## src/hdl/sdmp_pkg.sv

```systemverilog
// Shared types and constants for the signed decimal magnitude parser.
// Used by the front classifier, the item queue, the parse engine and the top level.
package sdmp_pkg;

    localparam int SAMPLE_WIDTH = 31;
    localparam int INDEX_WIDTH  = 16;
    localparam int LIMIT_WIDTH  = 16;
    localparam int ACC_EXT_W    = SAMPLE_WIDTH + 4;

    localparam logic [SAMPLE_WIDTH-1:0] SAMPLE_MAX = {SAMPLE_WIDTH{1'b1}};
    localparam logic [LIMIT_WIDTH-1:0]  LIMIT_RESET = LIMIT_WIDTH'(512);

    localparam int QUEUE_DEPTH = 4;
    localparam int QUEUE_AW    = $clog2(QUEUE_DEPTH);

    localparam int PADDR_W = 3;
    localparam int PDATA_W = 32;
    localparam logic REG_IDX_SAMPLE_LIMIT = 1'b0;

    localparam logic [7:0] CHAR_SPACE = 8'h20;
    localparam logic [7:0] CHAR_TAB   = 8'h09;
    localparam logic [7:0] CHAR_CR    = 8'h0D;
    localparam logic [7:0] CHAR_ZERO  = 8'h30;
    localparam logic [7:0] CHAR_NINE  = 8'h39;
    localparam logic [7:0] CHAR_PLUS  = 8'h2B;
    localparam logic [7:0] CHAR_MINUS = 8'h2D;

    typedef enum logic [1:0] {
        KIND_SPACE,
        KIND_DIGIT,
        KIND_SIGN,
        KIND_OTHER
    } char_kind_t;

    typedef struct packed {
        char_kind_t kind;
        logic [3:0] digit;
        logic       last;
    } item_t;

    typedef enum logic [1:0] {
        MODE_BETWEEN,
        MODE_SIGN,
        MODE_DIGITS,
        MODE_IGNORE
    } parse_mode_t;

endpackage

```

## src/hdl/sdmp_front.sv

```systemverilog
// Front part: classifies each incoming character and pushes it into the item queue.
// Depends on sdmp_pkg.
module sdmp_front
    import sdmp_pkg::*;
(
    input  logic       s_valid,
    input  logic [7:0] s_byte,
    input  logic       s_last,
    output logic       s_ready,
    output logic       push,
    output item_t      push_item,
    input  logic       queue_full
);

    char_kind_t kind;

    always_comb begin
        if (s_byte inside {[CHAR_ZERO:CHAR_NINE]}) begin
            kind = KIND_DIGIT;
        end else if (s_byte == CHAR_PLUS || s_byte == CHAR_MINUS) begin
            kind = KIND_SIGN;
        end else if (s_byte == CHAR_SPACE || s_byte inside {[CHAR_TAB:CHAR_CR]}) begin
            kind = KIND_SPACE;
        end else begin
            kind = KIND_OTHER;
        end
    end

    // ASCII digits carry their value in the low nibble.
    assign push_item.kind  = kind;
    assign push_item.digit = s_byte[3:0];
    assign push_item.last  = s_last;

    assign s_ready = !queue_full;
    assign push    = s_valid && !queue_full;

endmodule

```

## src/hdl/sdmp_queue.sv

```systemverilog
// Short queue of classified items between the front and the parse engine.
// Depends on sdmp_pkg.
module sdmp_queue
    import sdmp_pkg::*;
(
    input  logic  aclk,
    input  logic  aresetn,
    input  logic  push,
    input  item_t push_item,
    output logic  full,
    output logic  head_valid,
    output item_t head_item,
    input  logic  pop
);

    item_t               entry_reg [QUEUE_DEPTH];
    logic [QUEUE_AW:0]   wr_ptr_reg;
    logic [QUEUE_AW:0]   rd_ptr_reg;

    assign full = (wr_ptr_reg[QUEUE_AW] != rd_ptr_reg[QUEUE_AW])
               && (wr_ptr_reg[QUEUE_AW-1:0] == rd_ptr_reg[QUEUE_AW-1:0]);
    assign head_valid = (wr_ptr_reg != rd_ptr_reg);
    assign head_item  = entry_reg[rd_ptr_reg[QUEUE_AW-1:0]];

    always_ff @(posedge aclk) begin
        if (push) begin
            entry_reg[wr_ptr_reg[QUEUE_AW-1:0]] <= push_item;
        end
    end

    always_ff @(posedge aclk) begin
        if (!aresetn) begin
            wr_ptr_reg <= '0;
            rd_ptr_reg <= '0;
        end else begin
            if (push) begin
                wr_ptr_reg <= wr_ptr_reg + 1'b1;
            end
            if (pop) begin
                rd_ptr_reg <= rd_ptr_reg + 1'b1;
            end
        end
    end

    a_fill_bounded: assert property (@(posedge aclk) disable iff (!aresetn)
        (wr_ptr_reg - rd_ptr_reg) <= (QUEUE_AW+1)'(QUEUE_DEPTH))
        else $error("queue fill level exceeds its depth");

endmodule

```

## src/hdl/sdmp_back.sv

```systemverilog
// Parse engine: runs the number state machine over classified items and holds
// the result in an output register. Depends on sdmp_pkg.
module sdmp_back
    import sdmp_pkg::*;
(
    input  logic                    aclk,
    input  logic                    aresetn,
    input  logic                    head_valid,
    input  item_t                   head_item,
    output logic                    pop,
    input  logic [LIMIT_WIDTH-1:0]  sample_limit,
    output logic                    m_valid,
    input  logic                    m_ready,
    output logic [SAMPLE_WIDTH-1:0] m_sample,
    output logic [INDEX_WIDTH-1:0]  m_index
);

    parse_mode_t              mode_reg, mode_next;
    logic [SAMPLE_WIDTH-1:0]  acc_reg, acc_next;
    logic [INDEX_WIDTH-1:0]   count_reg, count_next;
    logic                     out_valid_reg;
    logic [SAMPLE_WIDTH-1:0]  out_sample_reg;
    logic [INDEX_WIDTH-1:0]   out_index_reg;

    logic [ACC_EXT_W-1:0]     acc_times_ten;
    logic [SAMPLE_WIDTH-1:0]  acc_grown;
    logic                     finish;
    logic [SAMPLE_WIDTH-1:0]  finish_value;
    logic                     emit;

    assign pop = head_valid && (!out_valid_reg || m_ready);

    // Multiply by ten as two shifts, add the digit, then saturate.
    always_comb begin
        acc_times_ten = {acc_reg, 3'b000} + {2'b00, acc_reg, 1'b0}
                      + {{(ACC_EXT_W-4){1'b0}}, head_item.digit};
        if (acc_times_ten > {4'b0000, SAMPLE_MAX}) begin
            acc_grown = SAMPLE_MAX;
        end else begin
            acc_grown = acc_times_ten[SAMPLE_WIDTH-1:0];
        end
    end

    always_comb begin
        mode_next    = mode_reg;
        acc_next     = acc_reg;
        count_next   = count_reg;
        finish       = 1'b0;
        finish_value = acc_reg;

        case (mode_reg)
            MODE_BETWEEN: begin
                case (head_item.kind)
                    KIND_DIGIT: begin
                        acc_next  = {{(SAMPLE_WIDTH-4){1'b0}}, head_item.digit};
                        mode_next = MODE_DIGITS;
                    end
                    KIND_SIGN: begin
                        acc_next  = '0;
                        mode_next = MODE_SIGN;
                    end
                    KIND_OTHER: mode_next = MODE_IGNORE;
                    default:    mode_next = MODE_BETWEEN;
                endcase
            end
            MODE_SIGN: begin
                if (head_item.kind == KIND_DIGIT) begin
                    acc_next  = {{(SAMPLE_WIDTH-4){1'b0}}, head_item.digit};
                    mode_next = MODE_DIGITS;
                end else begin
                    acc_next  = '0;
                    mode_next = MODE_IGNORE;
                end
            end
            MODE_DIGITS: begin
                if (head_item.kind == KIND_DIGIT) begin
                    acc_next = acc_grown;
                end else begin
                    finish   = 1'b1;
                    acc_next = '0;
                    case (head_item.kind)
                        KIND_SPACE: mode_next = MODE_BETWEEN;
                        KIND_SIGN:  mode_next = MODE_SIGN;
                        default:    mode_next = MODE_IGNORE;
                    endcase
                end
            end
            default: mode_next = mode_reg;
        endcase

        // The end of a line finishes a number still in its digits.
        if (head_item.last && mode_next == MODE_DIGITS) begin
            finish       = 1'b1;
            finish_value = acc_next;
        end

        emit = finish && (finish_value != '0) && (count_reg < sample_limit);

        if (emit) begin
            count_next = count_reg + 1'b1;
        end
        if (head_item.last) begin
            acc_next   = '0;
            mode_next  = MODE_BETWEEN;
            count_next = '0;
        end
    end

    always_ff @(posedge aclk) begin
        if (!aresetn) begin
            mode_reg  <= MODE_BETWEEN;
            acc_reg   <= '0;
            count_reg <= '0;
        end else if (pop) begin
            mode_reg  <= mode_next;
            acc_reg   <= acc_next;
            count_reg <= count_next;
        end
    end

    always_ff @(posedge aclk) begin
        if (!aresetn) begin
            out_valid_reg <= 1'b0;
        end else if (pop) begin
            out_valid_reg <= emit;
        end else if (m_ready) begin
            out_valid_reg <= 1'b0;
        end
    end

    always_ff @(posedge aclk) begin
        if (pop && emit) begin
            out_sample_reg <= finish_value;
            out_index_reg  <= count_reg;
        end
    end

    assign m_valid  = out_valid_reg;
    assign m_sample = out_sample_reg;
    assign m_index  = out_index_reg;

    a_no_zero_sample: assert property (@(posedge aclk) disable iff (!aresetn)
        m_valid |-> (m_sample != '0))
        else $error("zero sample presented on the output");

    a_acc_only_in_digits: assert property (@(posedge aclk) disable iff (!aresetn)
        (mode_reg != MODE_DIGITS) |-> (acc_reg == '0))
        else $error("accumulator holds a value outside a number");

    a_line_end_resets: assert property (@(posedge aclk) disable iff (!aresetn)
        (pop && head_item.last) |=> (mode_reg == MODE_BETWEEN && count_reg == '0))
        else $error("line state not cleared after the end of a line");

endmodule

```

## src/hdl/signed_decimal_magnitude_parser.sv

```systemverilog
// Top level of the signed decimal magnitude parser: stream ports, APB register,
// front classifier, item queue and parse engine. Depends on sdmp_pkg and submodules.
// A result is registered on m_tvalid when the parse engine pops the item ending its
// number. Throughput: one byte per cycle while the item queue is not full; the parse
// engine's multiply-by-ten and add step retires one queued item per cycle while the
// output register can take a result. Reset: synchronous, active low; clears the
// queue, line state and output, and sets the per-line sample limit to 512.
module signed_decimal_magnitude_parser
    import sdmp_pkg::*;
(
    input  logic               aclk,
    input  logic               aresetn,
    input  logic               s_tvalid,
    output logic               s_tready,
    input  logic [7:0]         s_tdata,   // [7:0] data_byte
    input  logic               s_tlast,   // last_of_line
    output logic               m_tvalid,
    input  logic               m_tready,
    output logic [47:0]        m_tdata,   // [30:0] sample, [46:31] sample_index, [47] zero
    input  logic               psel,
    input  logic               penable,
    input  logic               pwrite,
    input  logic [PADDR_W-1:0] paddr,
    input  logic [PDATA_W-1:0] pwdata,
    output logic [PDATA_W-1:0] prdata,
    output logic               pready
);

    logic [LIMIT_WIDTH-1:0]  sample_limit_reg;
    logic                    push;
    item_t                   push_item;
    logic                    queue_full;
    logic                    head_valid;
    item_t                   head_item;
    logic                    pop;
    logic [SAMPLE_WIDTH-1:0] sample;
    logic [INDEX_WIDTH-1:0]  sample_index;
    logic                    reg_sel;

    assign pready  = 1'b1;
    assign reg_sel = (paddr[PADDR_W-1] == REG_IDX_SAMPLE_LIMIT);

    always_ff @(posedge aclk) begin
        if (!aresetn) begin
            sample_limit_reg <= LIMIT_RESET;
        end else if (psel && penable && pwrite && pready && reg_sel) begin
            sample_limit_reg <= pwdata[LIMIT_WIDTH-1:0];
        end
    end

    assign prdata = reg_sel ? {{(PDATA_W-LIMIT_WIDTH){1'b0}}, sample_limit_reg} : '0;

    sdmp_front u_front (
        .s_valid    (s_tvalid),
        .s_byte     (s_tdata),
        .s_last     (s_tlast),
        .s_ready    (s_tready),
        .push       (push),
        .push_item  (push_item),
        .queue_full (queue_full)
    );

    sdmp_queue u_queue (
        .aclk       (aclk),
        .aresetn    (aresetn),
        .push       (push),
        .push_item  (push_item),
        .full       (queue_full),
        .head_valid (head_valid),
        .head_item  (head_item),
        .pop        (pop)
    );

    sdmp_back u_back (
        .aclk         (aclk),
        .aresetn      (aresetn),
        .head_valid   (head_valid),
        .head_item    (head_item),
        .pop          (pop),
        .sample_limit (sample_limit_reg),
        .m_valid      (m_tvalid),
        .m_ready      (m_tready),
        .m_sample     (sample),
        .m_index      (sample_index)
    );

    assign m_tdata = {1'b0, sample_index, sample};

endmodule

```

## config.mk

```make
export PLATFORM = sky130hd
export DESIGN_NAME = signed_decimal_magnitude_parser
export DESIGN_NICKNAME = d
export VERILOG_FILES = /design/src/hdl/sdmp_pkg.sv /design/src/hdl/sdmp_front.sv /design/src/hdl/sdmp_queue.sv /design/src/hdl/sdmp_back.sv /design/src/hdl/signed_decimal_magnitude_parser.sv
export SDC_FILE = /design/constraint.sdc
export NUM_CORES = 1
export LEC_CHECK = 0
export ABC_CLOCK_PERIOD_IN_PS = 6800
export BUFFER_PORTS_ARGS = -buffer_cell sky130_fd_sc_hd__buf_2
export CORE_MARGIN = 2
export CORE_UTILIZATION = 53
export DETAILED_ROUTE_END_ITERATION = 12
export PLACE_DENSITY_LB_ADDON = 0.3
export SYNTH_ARGS = -nofsm -noshare
export SYNTH_HDL_FRONTEND = slang
export SYNTH_SLANG_ARGS = --single-unit
```

## constraint.sdc

```tcl
create_clock -name aclk -period 6.8 [get_ports aclk]
set_input_delay 1.36 -clock aclk [delete_from_list [all_inputs] [get_ports aclk]]
set_output_delay 1.36 -clock aclk [all_outputs]
set_load 0.02 [all_outputs]
```

After elaboration in Yosys (flattened, before gate mapping). Memories as Yosys holds them, arrays and structs flattened. A register that Yosys moved wholly into a read port is not among the register bits. Cells that the tools add are included.

Memories kept: 1. Bits in writable memories: 28. Output and inout port bits: 83. Bits in registers: 119.

Memory list: u_queue.entry_reg (words 4, width 7, rd ports 1, clocked after Yosys merged registers in 1, write ports 1, line sdmp_queue.sv:16) `item_t entry_reg [QUEUE_DEPTH];`.

Muxes and demuxes: 28. Equal/unequal tests: 12. Add/subtract/negate cells: 5. Bitwise logic cells: 1. Magnitude comparators: 6. Reduce and logical (&&, ||, !) cells: 23.

Operators with widths (number): $mux W31 (4); $pmux W31 S3 (1); $pmux W31 S2 (1); $mux W16 (3); $add A34 B32 Y35 (1); $add A35 B4 Y35 (1); $gt A35 B31 Y1 const B (1); $reduce_bool A31 Y1 (1); $eq A8 B6 Y1 const B (3); $add A16 B1 Y16 const B (1); $lt A16 B16 Y1 (1); $mux W2 (7); $logic_and A1 B1 Y1 (12); $pmux W2 S3 (2); $eq A2 B2 Y1 const B (4); $ge A8 B4 Y1 const B (1); $ge A8 B6 Y1 const B (1); $le A8 B4 Y1 const B (1); $le A8 B6 Y1 const B (1); $mux W1 (8); $add A3 B1 Y3 const B (2); $eq A2 B1 Y1 const B (2); $logic_not A2 Y1 (2); $mux W4 (1); other kinds (9) (13).

Longest topological paths before layout.
Word-level depth: 12. Depth in mapped cells: 22. Depth with buffers taken out: 18.

Cells and area by module. A second synthesis with hierarchy kept.

Cell total of the unflattened synthesis: 1063. Area, all modules: 9734.3 um^2.

By module, submodules not included: sdmp_back (sequential area each 2412.3 um^2, cells an instance 855, area each 7252.0 um^2, times used 1); sdmp_queue (sequential area each 1001.0 um^2, cells an instance 78, area each 1418.9 um^2, times used 1); signed_decimal_magnitude_parser (sequential area each 320.3 um^2, cells an instance 107, area each 919.6 um^2, times used 1); sdmp_front (sequential area each 0.0 um^2, cells an instance 23, area each 143.9 um^2, times used 1).

Worst setup path after synthesis. Ideal clock, no wire load.

Path type: register -> register. Start: register (tool-made name). End: register u_back.out_index_reg[0] (netlist: u_back.m_index[0]) (enable). Slack: -0.011 ns. Setup time: 0.453 ns. Stages on the path, launching flop included: 22. Data arrival time: 6.358 ns. Path through: dfxtp_1 -> buf_2 -> mux4_2 -> inv_1 -> fa_1 -> inv_1 -> ha_1 -> a211oi_2 -> o21ai_0 -> a211oi_2 -> o31ai_4 -> a31o_2 -> a31oi_1 -> nand3_2 -> and2_1 -> buf_2 -> a31oi_1 -> or2_2 -> o21ai_4 -> buf_6 -> buf_12 -> nor2_1.

RTL lines: to (signal assigned) (line sdmp_back.sv:134) `out_index_reg <= count_reg;`; to (decl) (line sdmp_back.sv:23) `logic [INDEX_WIDTH-1:0] out_index_reg;`.

==> flow_metrics.env <==
export IMPL_yosys_area_share_simple=0.198
export IMPL_finish_utilization=0.610
export IMPL_clk_latency_ps=430
export IMPL_grt_pass1_vias=7562
export IMPL_synth_avg_cell_area_um2=8.82
export IMPL_synthXorXnorAreaFrac=0.0286
export IMPL_synth_distinct_cells=78
export IMPL_finalSetupViolations=0
export IMPL_root_buffer="clkbuf_16"
export IMPL_avgViaCountPerCell=5.91
export IMPL_syn_inst=1078
export IMPL_fin_skew_ps=13.8
export IMPL_drtIter0Drc=624
export IMPL_cts_tree="yes"
export IMPL_antenna_found_initial=0
export IMPL_worstPathArrival_ps=6490
export IMPL_max_freq_ghz=0.162
export IMPL_crit_path_top_delay_cell="dfxtp_1"
export IMPL_status="completed"
export IMPL_wl_per_cell_um=16.9
export IMPL_worst_setup_path_end_kind="flop"
export IMPL_yosys_warnings=0
export IMPL_instances_no_fill=1389
export IMPL_n_antenna_cell=0
export IMPL_max_stage_delay_ps=650
export IMPL_cts_sinks=149
export IMPL_port_buffers=97
export IMPL_p_leak_nw=4.35
export IMPL_drive_above_1_share=0.144
export IMPL_dp_cells=1357
export IMPL_drc=0
export IMPL_dr_pass1_iters=5
export IMPL_worstSetupPathType="flop to flop"
export IMPL_multi_input_area_mm2=0.00536
export IMPL_fin_crit_ps=6170
export IMPL_muxShareOfSynthArea=0.0218
export IMPL_synth_edf_count=75
export IMPL_grt_overflow=0
export IMPL_ys_seq_elements=149
export IMPL_fp_row_count=48
export IMPL_initial_core_util=0.546
export IMPL_met2_usage=0.411
export IMPL_cts_resized_gates=0
export IMPL_fin_nets=1290
export IMPL_gr_usage_met1=0.347
export IMPL_grt_max_degree=65
export IMPL_synthToLayoutAreaGrowth_pct=11.8
export IMPL_startpoint_type="flop"
export IMPL_powerDensity_mw_per_mm2=321
export IMPL_syn_area_mm2=0.00951
export IMPL_synth_compound_area_frac=0.190
export IMPL_cts_inserted_buffers=17
export IMPL_dieArea_mm2=0.0190
export IMPL_async_flop_share=0
export IMPL_crit_path_max_fanout=26
export IMPL_maxSlewViolCount=0
export IMPL_final_cell_mix="nor2_1, nand2_1, a21oi_1, buf_2, ha_1"
export IMPL_final_common_cell="nor2_1"
export IMPL_cts_setup_buffers=0
export IMPL_synth_fa_ha_area_frac=0.117
export IMPL_drv_cap=0
export IMPL_place_congestion=0.935
export IMPL_hold_class="flop to flop"
export IMPL_totalPowerFinal_mw=3.42
export IMPL_die_h_um=138
export IMPL_pin_count=134
export IMPL_path_clk_slew_ps=70
export IMPL_path_buf_inv=2
export IMPL_rsz0062_at_grt="no"
export IMPL_nFillCells=1522
export IMPL_synth_top_family_by_area="simple AND/OR/NAND/NOR gates"
export IMPL_yosysSeqAreaShare=0.393
export IMPL_fp_dieW_um=138
export IMPL_fin_setup_tns_ps=0
export IMPL_ys_flop_type="edfxtp_1"
export IMPL_ir_worst_vdd_uv=250
export IMPL_grt_pass1_wl_mm=38.0
export IMPL_vias=8209
export IMPL_cp_top_family="simple AND/OR/NAND/NOR gates"
export IMPL_ant_nets=0
export IMPL_worstPathRequired_ps=7120
export IMPL_clockBufferDepth=2
export IMPL_hold_viol_final=0
export IMPL_wl_mm=23.5
export IMPL_relSlewSlack=0.227
export IMPL_crit_chain="mux4_2, inv_1, fa_1, fa_1, nand2b_1, a21oi_1, o21ai_0, and2_1, o41ai_1, xor2_1, or2_2, nor4_1, a21oi_1, or4b_4, o21ai_4, buf_4, nor4_1, o31a_1"
export IMPL_cts_htree_levels=4
export IMPL_period_share=0.908
export IMPL_top_usage_layer="met2"
export IMPL_worst_pin_slew_ps=1160
export IMPL_dp_hpwl_mm=17.1
export IMPL_core_area_mm2=0.0174
export IMPL_use_met3=0.0530
export IMPL_regArea_mm2=0.00373
export IMPL_cts_hold_buf=0
export IMPL_grtUsageTotal=0.256
through the flow:
| step | cell area (um2) | hold WS, ps | setup slack, ps |
|---|---|---|---|
| 2_1_floorplan | 9570 | 436 | 806 |
| 3_3_place_gp | 10000 | 443 | 824 |
| 3_5_place_dp | 10000 | 448 | 807 |
| 4_1_cts | 10600 | 458 | 750 |
| 5_1_grt | 10600 | 478 | 379 |
| 6_report | 10600 | 454 | 629 |
report_power, final:
| part | internal, mW | switching (mW) | total (mW) |
|---|---|---|---|
| sequential | 1.13 | 0.0949 | 1.23 |
| clock | 0.507 | 0.422 | 0.929 |
| combinational | 0.387 | 0.873 | 1.26 |
| total | 2.03 | 1.39 | 3.42 |
kinds of logic (layout without fill, tap and decap cells):
group           after synthesis  after routing
other cells                   2             18
simple gates                408            408
buf+inv                     103            173
fa+ha+maj                    88             88
flops                       149            149
mux                          13             13
compound gates              284            284
xor+xnor                     31             31
synthesized netlist by cell type (all sizes together) (12+ instances only):
cell    number  area [um2]
nor2       147         552
nand2      129         484
a21oi       99         511
ha          86        1080
edfxtp      75        2250
dfxtp       74        1480
o21ai       68         352
clkbuf      39         149
inv         38         143
buf         26         196
nand3       20         105
a31oi       18         113
o211ai      18         135
xor2        16         140
xnor2       15         131
a21o        14         105
nor4        13        81.3
and3        12        75.1
nor3        12        60.1
o21a        12        90.1
or4         12        90.1
area by class of cell:
class                   count  area share
inverters                  38      0.0134
clock inverters            14      0.0122
repair buffers            103      0.0499
well taps                 225      0.0265
flip-flops and latches    149       0.351
multi-input cells         842       0.504
clock buffers              18      0.0424
worst min-delay path, delay by kind of cell (launching register included):
family             cells  cell delay, ps
AOI/OAI and AO/OA      1              50
DFF                    1             310
and+or+nand+nor        1              50
worst paths after layout:
path / start / end / slack, ps / depth (start not counted)
worst min-delay path: sample_limit_reg[3] / sample_limit_reg[3] / 450 / 2
worst min register to register: sample_limit_reg[3] / sample_limit_reg[3] / 450 / 2
worst max-delay path: flop / u_back.count_reg[6] / 630 / 18
worst max register to register: flop / u_back.count_reg[6] / 630 / 18
metal layers:
| layer | share of wire | routed length [um] | vias to the layer above |
|---|---|---|---|
| li1 | - | - | 4029 |
| met2 | 0.47 | 11100 | 262 |
| met1 | 0.45 | 10700 | 3876 |
| met5 | 0 | 0 | - |
| met4 | 0.019 | 453 | 0 |
| met3 | 0.056 | 1310 | 42 |
Note: power is estimated with default switching activity, not from simulation.
